<file path="config.mk">
export PLATFORM = sky130hd
export DESIGN_NAME = closest_identifier_edit_distance_flat
export DESIGN_NICKNAME = d
export VERILOG_FILES = /design/src/cied_pkg.sv /design/src/cied_if.sv /design/src/cied_cell.sv /design/src/cied_best.sv /design/src/closest_identifier_edit_distance.sv /design/src/flat_wrapper.sv
export SDC_FILE = /design/constraint.sdc
export NUM_CORES = 2
export LEC_CHECK = 0
export BUFFER_PORTS_ARGS = -buffer_cell sky130_fd_sc_hd__clkbuf_2
export CAP_MARGIN = 20
export CORE_MARGIN = 3
export CORE_UTILIZATION = 35
export CTS_CLUSTER_DIAMETER = 150
export CTS_CLUSTER_SIZE = 30
export DETAILED_ROUTE_END_ITERATION = 10
export PLACE_DENSITY = 0.56
export SETUP_SLACK_MARGIN = 0.4
export SLEW_MARGIN = 5
export SYNTH_ARGS = -nofsm -noshare
export SYNTH_HDL_FRONTEND = slang
export SYNTH_SLANG_ARGS = --single-unit
</file>
<file path="constraint.sdc">
create_clock -name clk -period 12.7 [get_ports clk]
set_input_delay 1.27 -clock clk [delete_from_list [all_inputs] [get_ports clk]]
set_output_delay 1.27 -clock clk [all_outputs]
set_load 0.02 [all_outputs]
</file>
<file path="src/cied_pkg.sv">
// Package for the closest-identifier edit distance block.
// Holds request codes, the cell token type and the case-folding function.
// No dependencies.
package cied_pkg;

  localparam int MAX_LEN_DEF     = 32;
  localparam int MAX_ENTRIES_DEF = 256;

  localparam int FUNC_W  = 3;
  localparam int CHAR_W  = 8;
  localparam int IDX_W   = 8;
  localparam int DIST_W  = 6;
  localparam int EDITS_W = 6;
  localparam logic [EDITS_W-1:0] MAX_EDITS_RST = EDITS_W'(3);

  typedef enum logic [FUNC_W-1:0] {
    FN_QUERY    = 3'd0,
    FN_CAND     = 3'd1,
    FN_END_CAND = 3'd2,
    FN_END_LIST = 3'd3,
    FN_SKIP     = 3'd4
  } func_t;

  // Token that travels down the cell row.
  typedef enum logic [1:0] {
    TK_NONE,
    TK_UPDATE,
    TK_RESTART,
    TK_END
  } tok_kind_t;

  typedef struct packed {
    tok_kind_t          kind;
    logic [CHAR_W-1:0] ch;
  } cell_ctl_t;

  function automatic logic [CHAR_W-1:0] fold_case(input logic [CHAR_W-1:0] c);
    logic [CHAR_W-1:0] r;
    r = c;
    if (c >= 8'd65 && c <= 8'd90) begin
      r = c + 8'd32;
    end
    return r;
  endfunction

endpackage

</file>
<file path="src/cied_if.sv">
// Request and response channel interfaces for the edit distance block.
// Depends on cied_pkg.
interface cied_req_if;
  import cied_pkg::*;
  logic              valid;
  logic              ready;
  logic [FUNC_W-1:0] func;
  logic [CHAR_W-1:0] ch;
  modport source (output valid, func, ch, input ready);
  modport sink   (input valid, func, ch, output ready);
endinterface

interface cied_rsp_if;
  import cied_pkg::*;
  logic              valid;
  logic              ready;
  logic              found;
  logic [IDX_W-1:0]  best_index;
  logic [DIST_W-1:0] best_distance;
  logic              truncated;
  modport source (output valid, found, best_index, best_distance, truncated, input ready);
  modport sink   (input valid, found, best_index, best_distance, truncated, output ready);
endinterface

</file>
<file path="src/cied_cell.sv">
// One cell of the edit distance row: one query letter and one column entry.
// Depends on cied_pkg.
module cied_cell #(
  parameter int MAX_LEN = cied_pkg::MAX_LEN_DEF,
  parameter int IDX     = 1
) (
  input  logic                                   clk,
  input  logic                                   rst,
  input  cied_pkg::cell_ctl_t                    in_ctl,
  input  logic [$clog2(MAX_LEN+1)-1:0]           in_left,
  input  logic [$clog2(MAX_LEN+1)-1:0]           in_diag,
  input  logic [$clog2(MAX_LEN+1)-1:0]           in_q,
  input  logic [cied_pkg::IDX_W-1:0]             in_idx,
  input  logic                                   qwr_en,
  input  logic [cied_pkg::CHAR_W-1:0]            qwr_ch,
  output cied_pkg::cell_ctl_t                    out_ctl,
  output logic [$clog2(MAX_LEN+1)-1:0]           out_left,
  output logic [$clog2(MAX_LEN+1)-1:0]           out_diag,
  output logic [$clog2(MAX_LEN+1)-1:0]           out_q,
  output logic [cied_pkg::IDX_W-1:0]             out_idx,
  output logic                                   cap_valid,
  output logic                                   cap_ok,
  output logic [$clog2(MAX_LEN+1)-1:0]           cap_dist,
  output logic [cied_pkg::IDX_W-1:0]             cap_idx
);
  import cied_pkg::*;

  localparam int LW  = $clog2(MAX_LEN + 1);
  localparam int LIM = IDX / 2 + 1;   // distance limit when this cell ends the query

  logic [CHAR_W-1:0] qchar;
  logic [LW-1:0]     val;
  logic [LW:0]       up1, left1, diag1, best;

  // DP update: min(up+1, left+1, diag+mismatch)
  always_comb begin
    up1   = {1'b0, val} + 1'b1;
    left1 = {1'b0, in_left} + 1'b1;
    diag1 = {1'b0, in_diag} + {{LW{1'b0}}, (qchar != in_ctl.ch)};
    best  = up1;
    if (left1 < best) begin
      best = left1;
    end
    if (diag1 < best) begin
      best = diag1;
    end
  end

  always_ff @(posedge clk) begin
    if (rst) begin
      val         <= LW'(IDX);
      out_ctl     <= '{kind: TK_NONE, ch: '0};
      cap_valid   <= 1'b0;
    end else begin
      out_ctl   <= in_ctl;
      cap_valid <= (in_ctl.kind == TK_END) && (in_q == LW'(IDX));
      unique case (in_ctl.kind)
        TK_UPDATE:  val <= best[LW-1:0];
        TK_RESTART: val <= LW'(IDX);
        TK_END:     val <= LW'(IDX);
        TK_NONE:    val <= val;
        default:    val <= val;
      endcase
    end
  end

  always_ff @(posedge clk) begin
    out_left <= best[LW-1:0];
    out_diag <= val;
    out_q    <= in_q;
    out_idx  <= in_idx;
    cap_dist <= val;
    cap_ok   <= ({1'b0, val} <= (LW+1)'(LIM));
    cap_idx  <= in_idx;
    if (qwr_en) begin
      qchar <= fold_case(qwr_ch);
    end
  end

endmodule

</file>
<file path="src/cied_best.sv">
// Best-candidate tracker: keeps the earliest candidate of smallest distance.
// Depends on cied_pkg.
module cied_best #(
  parameter int MAX_LEN = cied_pkg::MAX_LEN_DEF
) (
  input  logic                          clk,
  input  logic                          rst,
  input  logic                          clear,
  input  logic                          cand_valid,
  input  logic                          cand_ok,
  input  logic [$clog2(MAX_LEN+1)-1:0]  cand_dist,
  input  logic [cied_pkg::IDX_W-1:0]    cand_idx,
  output logic                          have_best,
  output logic [$clog2(MAX_LEN+1)-1:0]  best_dist,
  output logic [cied_pkg::IDX_W-1:0]    best_idx
);
  import cied_pkg::*;

  logic take;

  assign take = cand_valid && cand_ok && (!have_best || cand_dist < best_dist);

  always_ff @(posedge clk) begin
    if (rst) begin
      have_best <= 1'b0;
      best_dist <= '0;
      best_idx  <= '0;
    end else if (clear) begin
      have_best <= 1'b0;
      best_dist <= '0;
      best_idx  <= '0;
    end else if (take) begin
      have_best <= 1'b1;
      best_dist <= cand_dist;
      best_idx  <= cand_idx;
    end
  end

`ifndef NO_ASSERTIONS
  a_clear_no_cand: assert property (@(posedge clk) disable iff (rst)
    clear |-> !cand_valid) else $error("candidate judged during list clear");
  a_take_sets: assert property (@(posedge clk) disable iff (rst)
    take && !clear |=> have_best && best_dist == $past(cand_dist))
    else $error("best not updated");
  a_monotone: assert property (@(posedge clk) disable iff (rst)
    have_best && !clear |=> have_best && best_dist <= $past(best_dist))
    else $error("best distance grew");
`endif

endmodule

</file>
<file path="src/closest_identifier_edit_distance.sv">
// Closest-identifier search by case-insensitive Levenshtein distance.
// Query, candidate and skip requests: one per cycle; a candidate byte enters
// a skewed row of MAX_LEN cells and is passed on from cell to cell.
// End candidate: distance captured at the query's last cell, then judged.
// End list: waits for every judged candidate to leave the row and for a free
// response slot; response appears the next cycle. Sync reset, max_edits=3.
module closest_identifier_edit_distance #(
  parameter int MAX_LEN     = cied_pkg::MAX_LEN_DEF,
  parameter int MAX_ENTRIES = cied_pkg::MAX_ENTRIES_DEF
) (
  input  logic                        clk,
  input  logic                        rst,
  cied_req_if.sink                    req,
  cied_rsp_if.source                  rsp,
  input  logic                        cfg_we,
  input  logic [cied_pkg::EDITS_W-1:0] cfg_wdata
);
  import cied_pkg::*;

  localparam int LW = $clog2(MAX_LEN + 1);       // column values, lengths
  localparam int EW = $clog2(MAX_ENTRIES + 1);   // list position, saturating
  localparam int PW = $clog2(MAX_LEN + 2);       // end tokens in flight
  localparam int CW = (LW > EDITS_W) ? LW : EDITS_W;

  // ---------------------------------------------------------------
  // Search state held at the head of the row
  // ---------------------------------------------------------------
  logic [EDITS_W-1:0] max_edits;
  logic [LW-1:0]      qlen, qlen_next;
  logic [LW-1:0]      cand_len, cand_len_next;
  logic [EW-1:0]      entry_cnt, entry_cnt_next;
  logic               overflow, overflow_next;
  logic [PW-1:0]      pending, pending_next;

  logic  acc, clear, qwr, imm;
  func_t func;

  // Head token feeding cell 1 (index 0 of the chain arrays is the head)
  cell_ctl_t         ctl_c  [0:MAX_LEN];
  logic [LW-1:0]     left_c [0:MAX_LEN];
  logic [LW-1:0]     diag_c [0:MAX_LEN];
  logic [LW-1:0]     q_c    [0:MAX_LEN];
  logic [IDX_W-1:0]  idx_c  [0:MAX_LEN];

  logic [MAX_LEN:1]  cap_v;
  logic              cap_ok_c [1:MAX_LEN];
  logic [LW-1:0]     cap_d_c  [1:MAX_LEN];
  logic [IDX_W-1:0]  cap_i_c  [1:MAX_LEN];

  logic              cap_any, cap_ok;
  logic [LW-1:0]     cap_dist;
  logic [IDX_W-1:0]  cap_idx;

  logic              j_valid, j_ok;
  logic [LW-1:0]     j_dist;
  logic [IDX_W-1:0]  j_idx;
  logic              have_best;
  logic [LW-1:0]     best_dist;
  logic [IDX_W-1:0]  best_idx;

  logic              entry_room, list_end_ok;

  assign func        = func_t'(req.func);
  assign entry_room  = entry_cnt < EW'(MAX_ENTRIES);
  // End of list must wait for all end tokens to be judged and a free response slot.
  assign list_end_ok = (pending == '0) && (!rsp.valid || rsp.ready);
  assign req.ready   = (func != FN_END_LIST) || list_end_ok;
  assign acc         = req.valid && req.ready;

  // ---------------------------------------------------------------
  // Request decode: head token and head state
  // ---------------------------------------------------------------
  always_comb begin
    ctl_c[0]       = '{kind: TK_NONE, ch: fold_case(req.ch)};
    left_c[0]      = cand_len + 1'b1;
    diag_c[0]      = cand_len;
    q_c[0]         = qlen;
    idx_c[0]       = IDX_W'(entry_cnt);
    qlen_next      = qlen;
    cand_len_next  = cand_len;
    entry_cnt_next = entry_cnt;
    overflow_next  = overflow;
    qwr            = 1'b0;
    imm            = 1'b0;
    clear          = 1'b0;
    if (acc) begin
      unique case (func)
        FN_QUERY: begin
          ctl_c[0].kind = TK_RESTART;
          cand_len_next = '0;
          if (qlen < LW'(MAX_LEN)) begin
            qwr       = 1'b1;
            qlen_next = qlen + 1'b1;
          end else begin
            overflow_next = 1'b1;
          end
        end
        FN_CAND: begin
          if (cand_len < LW'(MAX_LEN)) begin
            ctl_c[0].kind = TK_UPDATE;
            cand_len_next = cand_len + 1'b1;
          end else begin
            overflow_next = 1'b1;
          end
        end
        FN_END_CAND: begin
          cand_len_next = '0;
          // An empty query reads column entry 0 (the candidate length) at once.
          if (entry_room && qlen != '0) begin
            ctl_c[0].kind = TK_END;
          end else begin
            ctl_c[0].kind = TK_RESTART;
          end
          imm = entry_room && (qlen == '0);
          if (entry_room) begin
            entry_cnt_next = entry_cnt + 1'b1;
          end
        end
        FN_END_LIST: begin
          ctl_c[0].kind  = TK_RESTART;
          clear          = 1'b1;
          qlen_next      = '0;
          cand_len_next  = '0;
          entry_cnt_next = '0;
          overflow_next  = 1'b0;
        end
        FN_SKIP: begin
          ctl_c[0].kind = TK_RESTART;
          cand_len_next = '0;
          if (entry_room) begin
            entry_cnt_next = entry_cnt + 1'b1;
          end
        end
        default: begin
          ctl_c[0].kind = TK_NONE;
        end
      endcase
    end
  end

  // End tokens in the row: counted on issue, released on capture.
  always_comb begin
    pending_next = pending;
    if ((ctl_c[0].kind == TK_END) && !cap_any) begin
      pending_next = pending + 1'b1;
    end else if ((ctl_c[0].kind != TK_END) && cap_any) begin
      pending_next = pending - 1'b1;
    end
  end

  always_ff @(posedge clk) begin
    if (rst) begin
      max_edits <= MAX_EDITS_RST;
      qlen      <= '0;
      cand_len  <= '0;
      entry_cnt <= '0;
      overflow  <= 1'b0;
      pending   <= '0;
    end else begin
      if (cfg_we) begin
        max_edits <= cfg_wdata;
      end
      qlen      <= qlen_next;
      cand_len  <= cand_len_next;
      entry_cnt <= entry_cnt_next;
      overflow  <= overflow_next;
      pending   <= pending_next;
    end
  end

  // ---------------------------------------------------------------
  // Cell row: cell k holds query letter k-1 and column entry k
  // ---------------------------------------------------------------
  for (genvar k = 1; k <= MAX_LEN; k++) begin : g_cell
    cied_cell #(.MAX_LEN(MAX_LEN), .IDX(k)) u_cell (
      .clk       (clk),
      .rst       (rst),
      .in_ctl    (ctl_c[k-1]),
      .in_left   (left_c[k-1]),
      .in_diag   (diag_c[k-1]),
      .in_q      (q_c[k-1]),
      .in_idx    (idx_c[k-1]),
      .qwr_en    (qwr && (qlen == LW'(k-1))),
      .qwr_ch    (req.ch),
      .out_ctl   (ctl_c[k]),
      .out_left  (left_c[k]),
      .out_diag  (diag_c[k]),
      .out_q     (q_c[k]),
      .out_idx   (idx_c[k]),
      .cap_valid (cap_v[k]),
      .cap_ok    (cap_ok_c[k]),
      .cap_dist  (cap_d_c[k]),
      .cap_idx   (cap_i_c[k])
    );
  end

  // At most one cell captures per cycle; merge by masked OR.
  always_comb begin
    cap_any  = 1'b0;
    cap_ok   = 1'b0;
    cap_dist = '0;
    cap_idx  = '0;
    for (int k = 1; k <= MAX_LEN; k++) begin
      cap_any  = cap_any | cap_v[k];
      cap_ok   = cap_ok | (cap_v[k] & cap_ok_c[k]);
      cap_dist = cap_dist | (cap_d_c[k] & {LW{cap_v[k]}});
      cap_idx  = cap_idx | (cap_i_c[k] & {IDX_W{cap_v[k]}});
    end
  end

  // Judge input: row capture, or immediate read for an empty query (limit 1).
  always_comb begin
    j_valid = cap_any || imm;
    if (imm) begin
      j_ok   = cand_len <= LW'(1);
      j_dist = cand_len;
      j_idx  = IDX_W'(entry_cnt);
    end else begin
      j_ok   = cap_ok;
      j_dist = cap_dist;
      j_idx  = cap_idx;
    end
  end

  cied_best #(.MAX_LEN(MAX_LEN)) u_best (
    .clk        (clk),
    .rst        (rst),
    .clear      (clear),
    .cand_valid (j_valid),
    .cand_ok    (j_ok),
    .cand_dist  (j_dist),
    .cand_idx   (j_idx),
    .have_best  (have_best),
    .best_dist  (best_dist),
    .best_idx   (best_idx)
  );

  // ---------------------------------------------------------------
  // Response register
  // ---------------------------------------------------------------
  always_ff @(posedge clk) begin
    if (rst) begin
      rsp.valid <= 1'b0;
    end else if (clear) begin
      rsp.valid <= 1'b1;
    end else if (rsp.ready) begin
      rsp.valid <= 1'b0;
    end
  end

  always_ff @(posedge clk) begin
    if (clear) begin
      rsp.found         <= have_best && (CW'(best_dist) <= CW'(max_edits));
      rsp.best_index    <= have_best ? best_idx : '0;
      rsp.best_distance <= have_best ? DIST_W'(best_dist) : '0;
      rsp.truncated     <= overflow;
    end
  end

`ifndef NO_ASSERTIONS
  a_end_list_drained: assert property (@(posedge clk) disable iff (rst)
    acc && func == FN_END_LIST |-> pending == '0)
    else $error("end of list taken with candidates in flight");
  a_cap_counted: assert property (@(posedge clk) disable iff (rst)
    cap_any |-> pending != '0)
    else $error("capture without pending end token");
  a_cap_single: assert property (@(posedge clk) disable iff (rst)
    $onehot0(cap_v)) else $error("two cells captured at once");
  a_rsp_follows: assert property (@(posedge clk) disable iff (rst)
    acc && func == FN_END_LIST |=> rsp.valid)
    else $error("end of list gave no response");
`endif

endmodule

</file>
<file path="src/flat_wrapper.sv">
// flat-port wrapper written by rule: the top's interface ports become plain ports
module closest_identifier_edit_distance_flat import cied_pkg::*;
#(
  parameter int MAX_LEN     = cied_pkg::MAX_LEN_DEF,
  parameter int MAX_ENTRIES = cied_pkg::MAX_ENTRIES_DEF
)
  (clk, rst, cfg_we, cfg_wdata, req_valid, req_func, req_ch, req_ready, rsp_valid, rsp_found, rsp_best_index, rsp_best_distance, rsp_truncated, rsp_ready);
  cied_req_if req_i ();
  cied_rsp_if rsp_i ();
  input  logic clk;
  input  logic rst;
  input  logic cfg_we;
  input  logic [cied_pkg::EDITS_W-1:0] cfg_wdata;
  input wire logic [$bits(req_i.valid)-1:0] req_valid;
  input wire logic [$bits(req_i.func)-1:0] req_func;
  input wire logic [$bits(req_i.ch)-1:0] req_ch;
  output wire logic [$bits(req_i.ready)-1:0] req_ready;
  output wire logic [$bits(rsp_i.valid)-1:0] rsp_valid;
  output wire logic [$bits(rsp_i.found)-1:0] rsp_found;
  output wire logic [$bits(rsp_i.best_index)-1:0] rsp_best_index;
  output wire logic [$bits(rsp_i.best_distance)-1:0] rsp_best_distance;
  output wire logic [$bits(rsp_i.truncated)-1:0] rsp_truncated;
  input wire logic [$bits(rsp_i.ready)-1:0] rsp_ready;
  assign req_i.valid = req_valid;
  assign req_i.func = req_func;
  assign req_i.ch = req_ch;
  assign req_ready = req_i.ready;
  assign rsp_valid = rsp_i.valid;
  assign rsp_found = rsp_i.found;
  assign rsp_best_index = rsp_i.best_index;
  assign rsp_best_distance = rsp_i.best_distance;
  assign rsp_truncated = rsp_i.truncated;
  assign rsp_i.ready = rsp_ready;
  closest_identifier_edit_distance #(.MAX_LEN(MAX_LEN), .MAX_ENTRIES(MAX_ENTRIES)) u_core (.clk(clk), .rst(rst), .req(req_i), .rsp(rsp_i), .cfg_we(cfg_we), .cfg_wdata(cfg_wdata));
endmodule
</file>
After elaboration in Yosys (flattened, before gate mapping)
Cells that the tools add are included.

word-level totals
  register bits = 1708
  input port bits = 22

operators by class
  add/sub/neg operators = 102
  magnitude comparators = 104
  equal/unequal tests = 201
  multiplexer cells = 124
  bitwise operators = 220
  reductions and logical operators = 163

operator list
  kind                                                                   count
  6-bit by 1-bit adder with 7-bit output, second input constant          64
  7-bit < comparator                                                     64
  6-bit one-hot mux with 2 select lines                                  34
  8-bit AND                                                              32
  8-bit inequality test                                                  32
  8-bit OR                                                               31
  6-bit by 1-bit adder with 7-bit output                                 32
  7-bit 2-to-1 mux                                                       32
  6-bit 2-to-1 mux                                                       37
  6-bit AND                                                              32
  6-bit by 5-bit equality test with 1-bit output, second input constant  32
  6-bit OR                                                               31
  2-bit equality test, second input constant                             64
  6-bit by 4-bit equality test with 1-bit output, second input constant  16
  6-bit by 4-bit <= comparator with 1-bit output, second input constant  16
  1-bit logical AND                                                      74
  2-bit OR reduction                                                     34
  2-bit by 1-bit equality test with 1-bit output, second input constant  32
  2-bit zero test                                                        32
  1-bit OR                                                               62
  6-bit by 3-bit equality test with 1-bit output, second input constant  8
  6-bit by 3-bit <= comparator with 1-bit output, second input constant  8
  1-bit AND                                                              32
  6-bit by 2-bit equality test with 1-bit output, second input constant  4
  39 further kinds                                                       79

Logic depth before layout (Yosys ltp)
  depth after elaboration = 36
  depth in mapped cells = 21
  mapped depth without buffers = 20

Modules after synthesis
Synthesis repeated with hierarchy kept, for this count alone.

second synthesis, totals
  cell total of the unflattened synthesis = 8168
  area, all modules = 83268.6 um2

modules (own cells, without submodules)
  module                                times used  cells an instance  area each (um2)  sequential area each (um2)
  closest_identifier_edit_distance      1           768                5746.8           1181.1
  cied_cell (u_core.g_cell[19].u_cell)  1           240                2502.4           1121.1
  cied_cell (u_core.g_cell[29].u_cell)  1           236                2464.9           1121.1
  cied_cell (u_core.g_cell[18].u_cell)  1           239                2453.6           1121.1
  cied_cell (u_core.g_cell[32].u_cell)  1           238                2452.4           1121.1
  cied_cell (u_core.g_cell[25].u_cell)  1           241                2442.3           1121.1
  cied_cell (u_core.g_cell[1].u_cell)   1           228                2438.6           1121.1
  cied_cell (u_core.g_cell[8].u_cell)   1           229                2434.8           1121.1
  cied_cell (u_core.g_cell[27].u_cell)  1           236                2431.1           1121.1
  cied_cell (u_core.g_cell[6].u_cell)   1           241                2429.8           1121.1
  cied_cell (u_core.g_cell[7].u_cell)   1           233                2428.6           1121.1
  cied_cell (u_core.g_cell[11].u_cell)  1           223                2426.1           1121.1
  cied_cell (u_core.g_cell[24].u_cell)  1           239                2426.1           1121.1
  cied_cell (u_core.g_cell[26].u_cell)  1           228                2426.1           1121.1
  20 more rows                          n/a         n/a                n/a              n/a

Worst setup path before layout
Ideal clock, no wire load.

  kind = input -> register
  start = input port req_ch[0]
  end = register u_core.g_cell[1].u_cell.val[1]
  library setup time = 117 ps
  data arrival time = 4905 ps
  setup slack = 7678 ps
  stages on the path = 20
  buffers on the path = 0
  cells stage by stage = or3_1 -> o311ai_0 -> a31oi_1 -> nor2_1 -> xnor2_1 -> nor4_1 -> nand3_1 -> ha_1 -> ha_1 -> nand3_1 -> xor2_1 -> inv_1 -> ha_1 -> a21o_1 -> a21oi_1 -> nor2b_1 -> nor3_1 -> a31oi_2 -> mux2_2 -> a22o_1

on the way
  longest elaborated chain between the ends = 8
  elaborated cells on any way between the ends = 10
  those cells by class = add/sub: 2; order compare: 3; eq/ne: 1; mux: 3; reduce/logical: 1

RTL lines
  item                                                                                                                     line                RTL
  start, declared                                                                                                          flat_wrapper.sv:16  input wire logic [$bits(req_i.ch)-1:0] req_ch;
  8-bit by 7-bit >= comparator with 1-bit output / 8-bit by 7-bit <= comparator with 1-bit output (equally long branches)  cied_pkg.sv:40      if (c >= 8'd65 && c <= 8'd90) begin
  1-bit logical AND                                                                                                        cied_pkg.sv:40
  8-bit 2-to-1 mux (*)                                                                                                     cied_pkg.sv:40
  8-bit inequality test (*)                                                                                                cied_cell.sv:39     diag1 = {1'b0, in_diag} + {{LW{1'b0}}, (qchar != in_ctl.ch)};
  6-bit by 1-bit adder with 7-bit output (*)                                                                               cied_cell.sv:39
  7-bit < comparator                                                                                                       cied_cell.sv:44     if (diag1 < best) begin
  6-bit 2-to-1 mux (*)                                                                                                     cied_cell.sv:44
  via u_core.g_cell[1].u_cell.best[1]                                                                                      cied_cell.sv:33     logic [LW:0] up1, left1, diag1, best;
  6-bit one-hot mux with 2 select lines (*)                                                                                cied_cell.sv:57     unique case (in_ctl.kind)
  end signal, assigned                                                                                                     cied_cell.sv:58     TK_UPDATE: val <= best[LW-1:0];
  end signal, assigned                                                                                                     cied_cell.sv:59     TK_RESTART: val <= LW'(IDX);
  end signal, assigned                                                                                                     cied_cell.sv:60     TK_END: val <= LW'(IDX);
  end, declared                                                                                                            cied_cell.sv:32     logic [LW-1:0] val;

The timed path passes the listed nets; every way through them passes the cells marked *.
A chain may end at the register's enable or synchronous reset.

Worst setup path in the final report
  start = input port req_ch[1]
  end = register u_core.g_cell[1].u_cell.val[1]

The elaborated chain is that of the path after synthesis.

==> flow_metrics.env <==
export IMPL_dp_cells=10200
export IMPL_cp_arrival_ns=6.25
export IMPL_maxCapViolCount=0
export IMPL_cts_root_buf="clkbuf_16"
export IMPL_chipHeight_um=471
export IMPL_fin_nets=7999
export IMPL_cts_buffers=67
export IMPL_synth_edf_count=272
export IMPL_cts_buffer_depth=3
export IMPL_required_ns=13.34
export IMPL_setup_violations=0
export IMPL_final_area_mm2=0.0811
export IMPL_final_hold_viol_count=0
export IMPL_dp_hpwl_um=165000
export IMPL_synth_top_area_share_pct=38.0
export IMPL_antenna_found_initial=13
export IMPL_final_util_pct=37.8
export IMPL_period_share_pct=44.2
export IMPL_synth_area_leader_cell="dfxtp_1"
export IMPL_grt_max_degree=97
export IMPL_synthFlopType="dfxtp_1"
export IMPL_peakVddDrop_v=0.000116
export IMPL_firstDrtPassIters=10
export IMPL_rsz0062_at_grt="no"
export IMPL_initial_core_util_pct=35.3
export IMPL_grt_usage_pct=18.9
export IMPL_power_density_mw_per_mm2=185
export IMPL_drt_initial_drc_count=4048
export IMPL_drive_gt1_share_pct=5.25
export IMPL_drc=0
export IMPL_drtAntennaViolNets=0
export IMPL_start_kind="primary input"
export IMPL_min_path_type="register to register"
export IMPL_rows=170
export IMPL_io_pins=40
export IMPL_fp_dieW_um=471
export IMPL_period_needed_ns=5.61
export IMPL_syn_nets=8014
export IMPL_wl_per_cell_um=21.0
export IMPL_grt_use_met1_pct=25.4
export IMPL_async_reset_ff_share_pct=0
export IMPL_synth_area_leaders="dfxtp_1 38%, edfxtp_1 11%, ha_1 9.4%, xor2_1 6.1%, nor2b_1 2.8%"
export IMPL_tightestPinTransition_ns=1.06
export IMPL_dieArea_mm2=0.222
export IMPL_cts_hold_buf=0
export IMPL_drt_total_wl_um=216000
export IMPL_postCtsSetupBuffers=0
export IMPL_htreeDepth=3
export IMPL_ys_warnings_count=0
export IMPL_area_delta_synth_final_pct=7.15
export IMPL_gr_total_overflow=0
export IMPL_final_setup_skew_ns=0.0511
export IMPL_grt_pass1_vias=52600
export IMPL_synth_area_mm2=0.0757
export IMPL_io_buffers=39
export IMPL_crit_type="primary input to register"
export IMPL_status="completed"
export IMPL_instances_no_fill=10300
export IMPL_slew_headroom_pct=28.9
export IMPL_synth_seq_cells=1708
export IMPL_grt_met3_usage_pct=3.61
export IMPL_met2_usage_pct=30.1
export IMPL_synthDistinctLibCells=77
export IMPL_busiest_layer="met2"
export IMPL_vias=53900
export IMPL_p_leak_nw=33.0
export IMPL_path_max_fanout=36
export IMPL_syn_avg_cell_area_um2=10.2
export IMPL_crit_path_end_kind="register"
export IMPL_fin_tns_setup_ns=0
export IMPL_gp_congestion=0.940
export IMPL_cts_num_sinks=1708
export IMPL_cts_clk_slew_worst_paths_ns=0.11
export IMPL_core_area_mm2=0.215
export IMPL_cts_tree="yes"
export IMPL_clock_latency_ns=0.75
export IMPL_place_area_mm2=0.0792
export IMPL_synthCells=7422
export IMPL_cts_resized=0
export IMPL_viasPerCell=5.25
export IMPL_ys_seq_area_share_pct=48.7
export IMPL_slew_violations=0
export IMPL_fmax_mhz=178
export IMPL_grt_pass1_wl_um=325000
state kept, by name, indices dropped and copies added, names as in the netlist, 8 cells and up:
name,count
u_core.entry_cnt,9
u_core.g_cell.u_cell.cap_dist,192
u_core.g_cell.u_cell.cap_idx,256
u_core.g_cell.u_cell.cap_ok,32
u_core.g_cell.u_cell.cap_valid,32
u_core.g_cell.u_cell.out_ctl,310
u_core.g_cell.u_cell.out_left,186
u_core.g_cell.u_cell.out_q,186
u_core.g_cell.u_cell.qchar,256
u_core.g_cell.u_cell.val,192
u_core.rsp.best_index,8
u_core.u_best.best_idx,8
synthesized netlist by cell type (32+ instances only):
| cell type | number |
|---|---|
| dfxtp_1 | 1436 |
| ha_1 | 569 |
| xor2_1 | 528 |
| nor2_1 | 516 |
| inv_1 | 389 |
| nand3_1 | 375 |
| nand2_1 | 367 |
| nor2b_1 | 337 |
| a21oi_1 | 299 |
| o21ai_0 | 274 |
| edfxtp_1 | 272 |
| a22oi_1 | 243 |
| nor4_1 | 165 |
| clkbuf_1 | 140 |
| and3_1 | 139 |
| nand4_1 | 139 |
| a21o_1 | 135 |
| mux2i_1 | 131 |
| xnor2_1 | 128 |
| mux2_2 | 114 |
| a211oi_1 | 91 |
| nor3_1 | 70 |
| o21a_1 | 67 |
| o211ai_1 | 57 |
| o21ba_2 | 32 |
| o31ai_1 | 32 |
layer usage:
metal	up-vias	wire length, um
met5	-	13
met4	2	7910
met2	1260	95800
met1	26000	99300
li1	26500	-
met3	270	13100
report_power, final:
group | leakage [nW] | switching (mW) | internal [mW] | total (mW)
logic | 18.0 | 3.75 | 2.62 | 6.37
registers | 14.1 | 0.190 | 5.75 | 5.94
clock network | 0.931 | 1.70 | 1.03 | 2.73
cells by family (layout without fill, tap and decap cells):
logic type | Yosys count | count (layout) | share of synthesized area [%]
and+or+nand+nor | 2259 | 2259 | 15.2
DFF | 1708 | 1708 | 48.7
AOI/OAI and AO/OA | 1421 | 1421 | 12.8
xor gates and xnor gates | 656 | 656 | 7.59
adders and majority gates | 570 | 570 | 9.43
buffers and inverters | 563 | 576 | 2.83
muxes | 245 | 245 | 3.43
other | 0 | 3 | 0
layout make-up:
class                   count  area (um^2)
fillers                 21200       134000
flip-flops and latches   1708        36900
multi-input cells        5151        36700
well taps                2838         3550
clock buffers              89         1780
inverters                 390         1460
repair buffers             89          578
clock inverters             8          146
diodes                      3         7.51
path summary, 6_finish.rpt:
check,start,to,slack (ns),cells after the start
max,req_ch[1],u_core.g_cell[1].u_cell.val[1]$_SDFFE_PP0P_,7.09,21
min,u_core.g_cell[28].u_cell.cap_idx[5]$_DFF_P_,u_core.g_cell[29].u_cell.cap_idx[5]$_DFF_P_,0.33,0
max reg2reg,u_core.g_cell[10].u_cell.val[1]$_SDFFE_PP1P_,u_core.g_cell[10].u_cell.val[1]$_SDFFE_PP1P_,7.37,16
min reg2reg,u_core.g_cell[28].u_cell.cap_idx[5]$_DFF_P_,u_core.g_cell[29].u_cell.cap_idx[5]$_DFF_P_,0.33,0
per-stage QoR:
| step | hold WS (ns) | total power, mW | setup slack, ns |
|---|---|---|---|
| final | 0.330 | 15.0 | 7.09 |
| after global routing | 0.338 | 16.1 | 6.61 |
| after CTS | 0.329 | 15.1 | 6.99 |
| after detailed placement | 0.329 | 12.3 | 6.17 |
| after global placement | 0.328 | 12.2 | 6.15 |
| after floorplan | 0.323 | 11.1 | 7.68 |
critical path, stage by stage:
cell      delay, ns
clkbuf_2       0.51
or3_1          0.54
o311ai_0       0.30
a31oi_1        0.13
nor2_1         0.29
xnor2_1        0.10
nor4_1         0.19
nand3_1        0.18
ha_1           0.26
ha_1           0.23
nand3_1        0.10
xor2_1         0.22
inv_1          0.07
ha_1           0.31
a21o_1         0.16
a21oi_1        0.14
nor2b_1        0.08
nor3_1         0.36
a31oi_2        0.27
mux2_2         0.36
a22o_1         0.20
layout by cell type, fill, tap and decap left out, types with 14 or more instances in the layout:
master     count
a211o_1       23
a211oi_1      91
a211oi_2      14
a21bo_2       14
a21o_1       135
a21oi_1      299
a22oi_1      243
and2_1        18
and3_1       139
buf_4         48
clkbuf_1      21
clkbuf_16     68
clkbuf_2      39
dfxtp_1     1436
edfxtp_1     272
ha_1         569
inv_1        386
mux2_2       114
mux2i_1      131
nand2_1      367
nand3_1      375
nand4_1      139
nor2_1       516
nor2b_1      337
nor3_1        70
nor3b_1       24
nor4_1       160
nor4b_1       14
o2111ai_1     15
o211ai_1      57
o21a_1        67
o21ai_0      274
o21ba_2       32
o31a_1        15
o31ai_1       32
o32ai_1       15
or2_2         18
or3_1         30
xnor2_1      128
xor2_1       528
No activity file was read; power rests on OpenSTA's default activity.
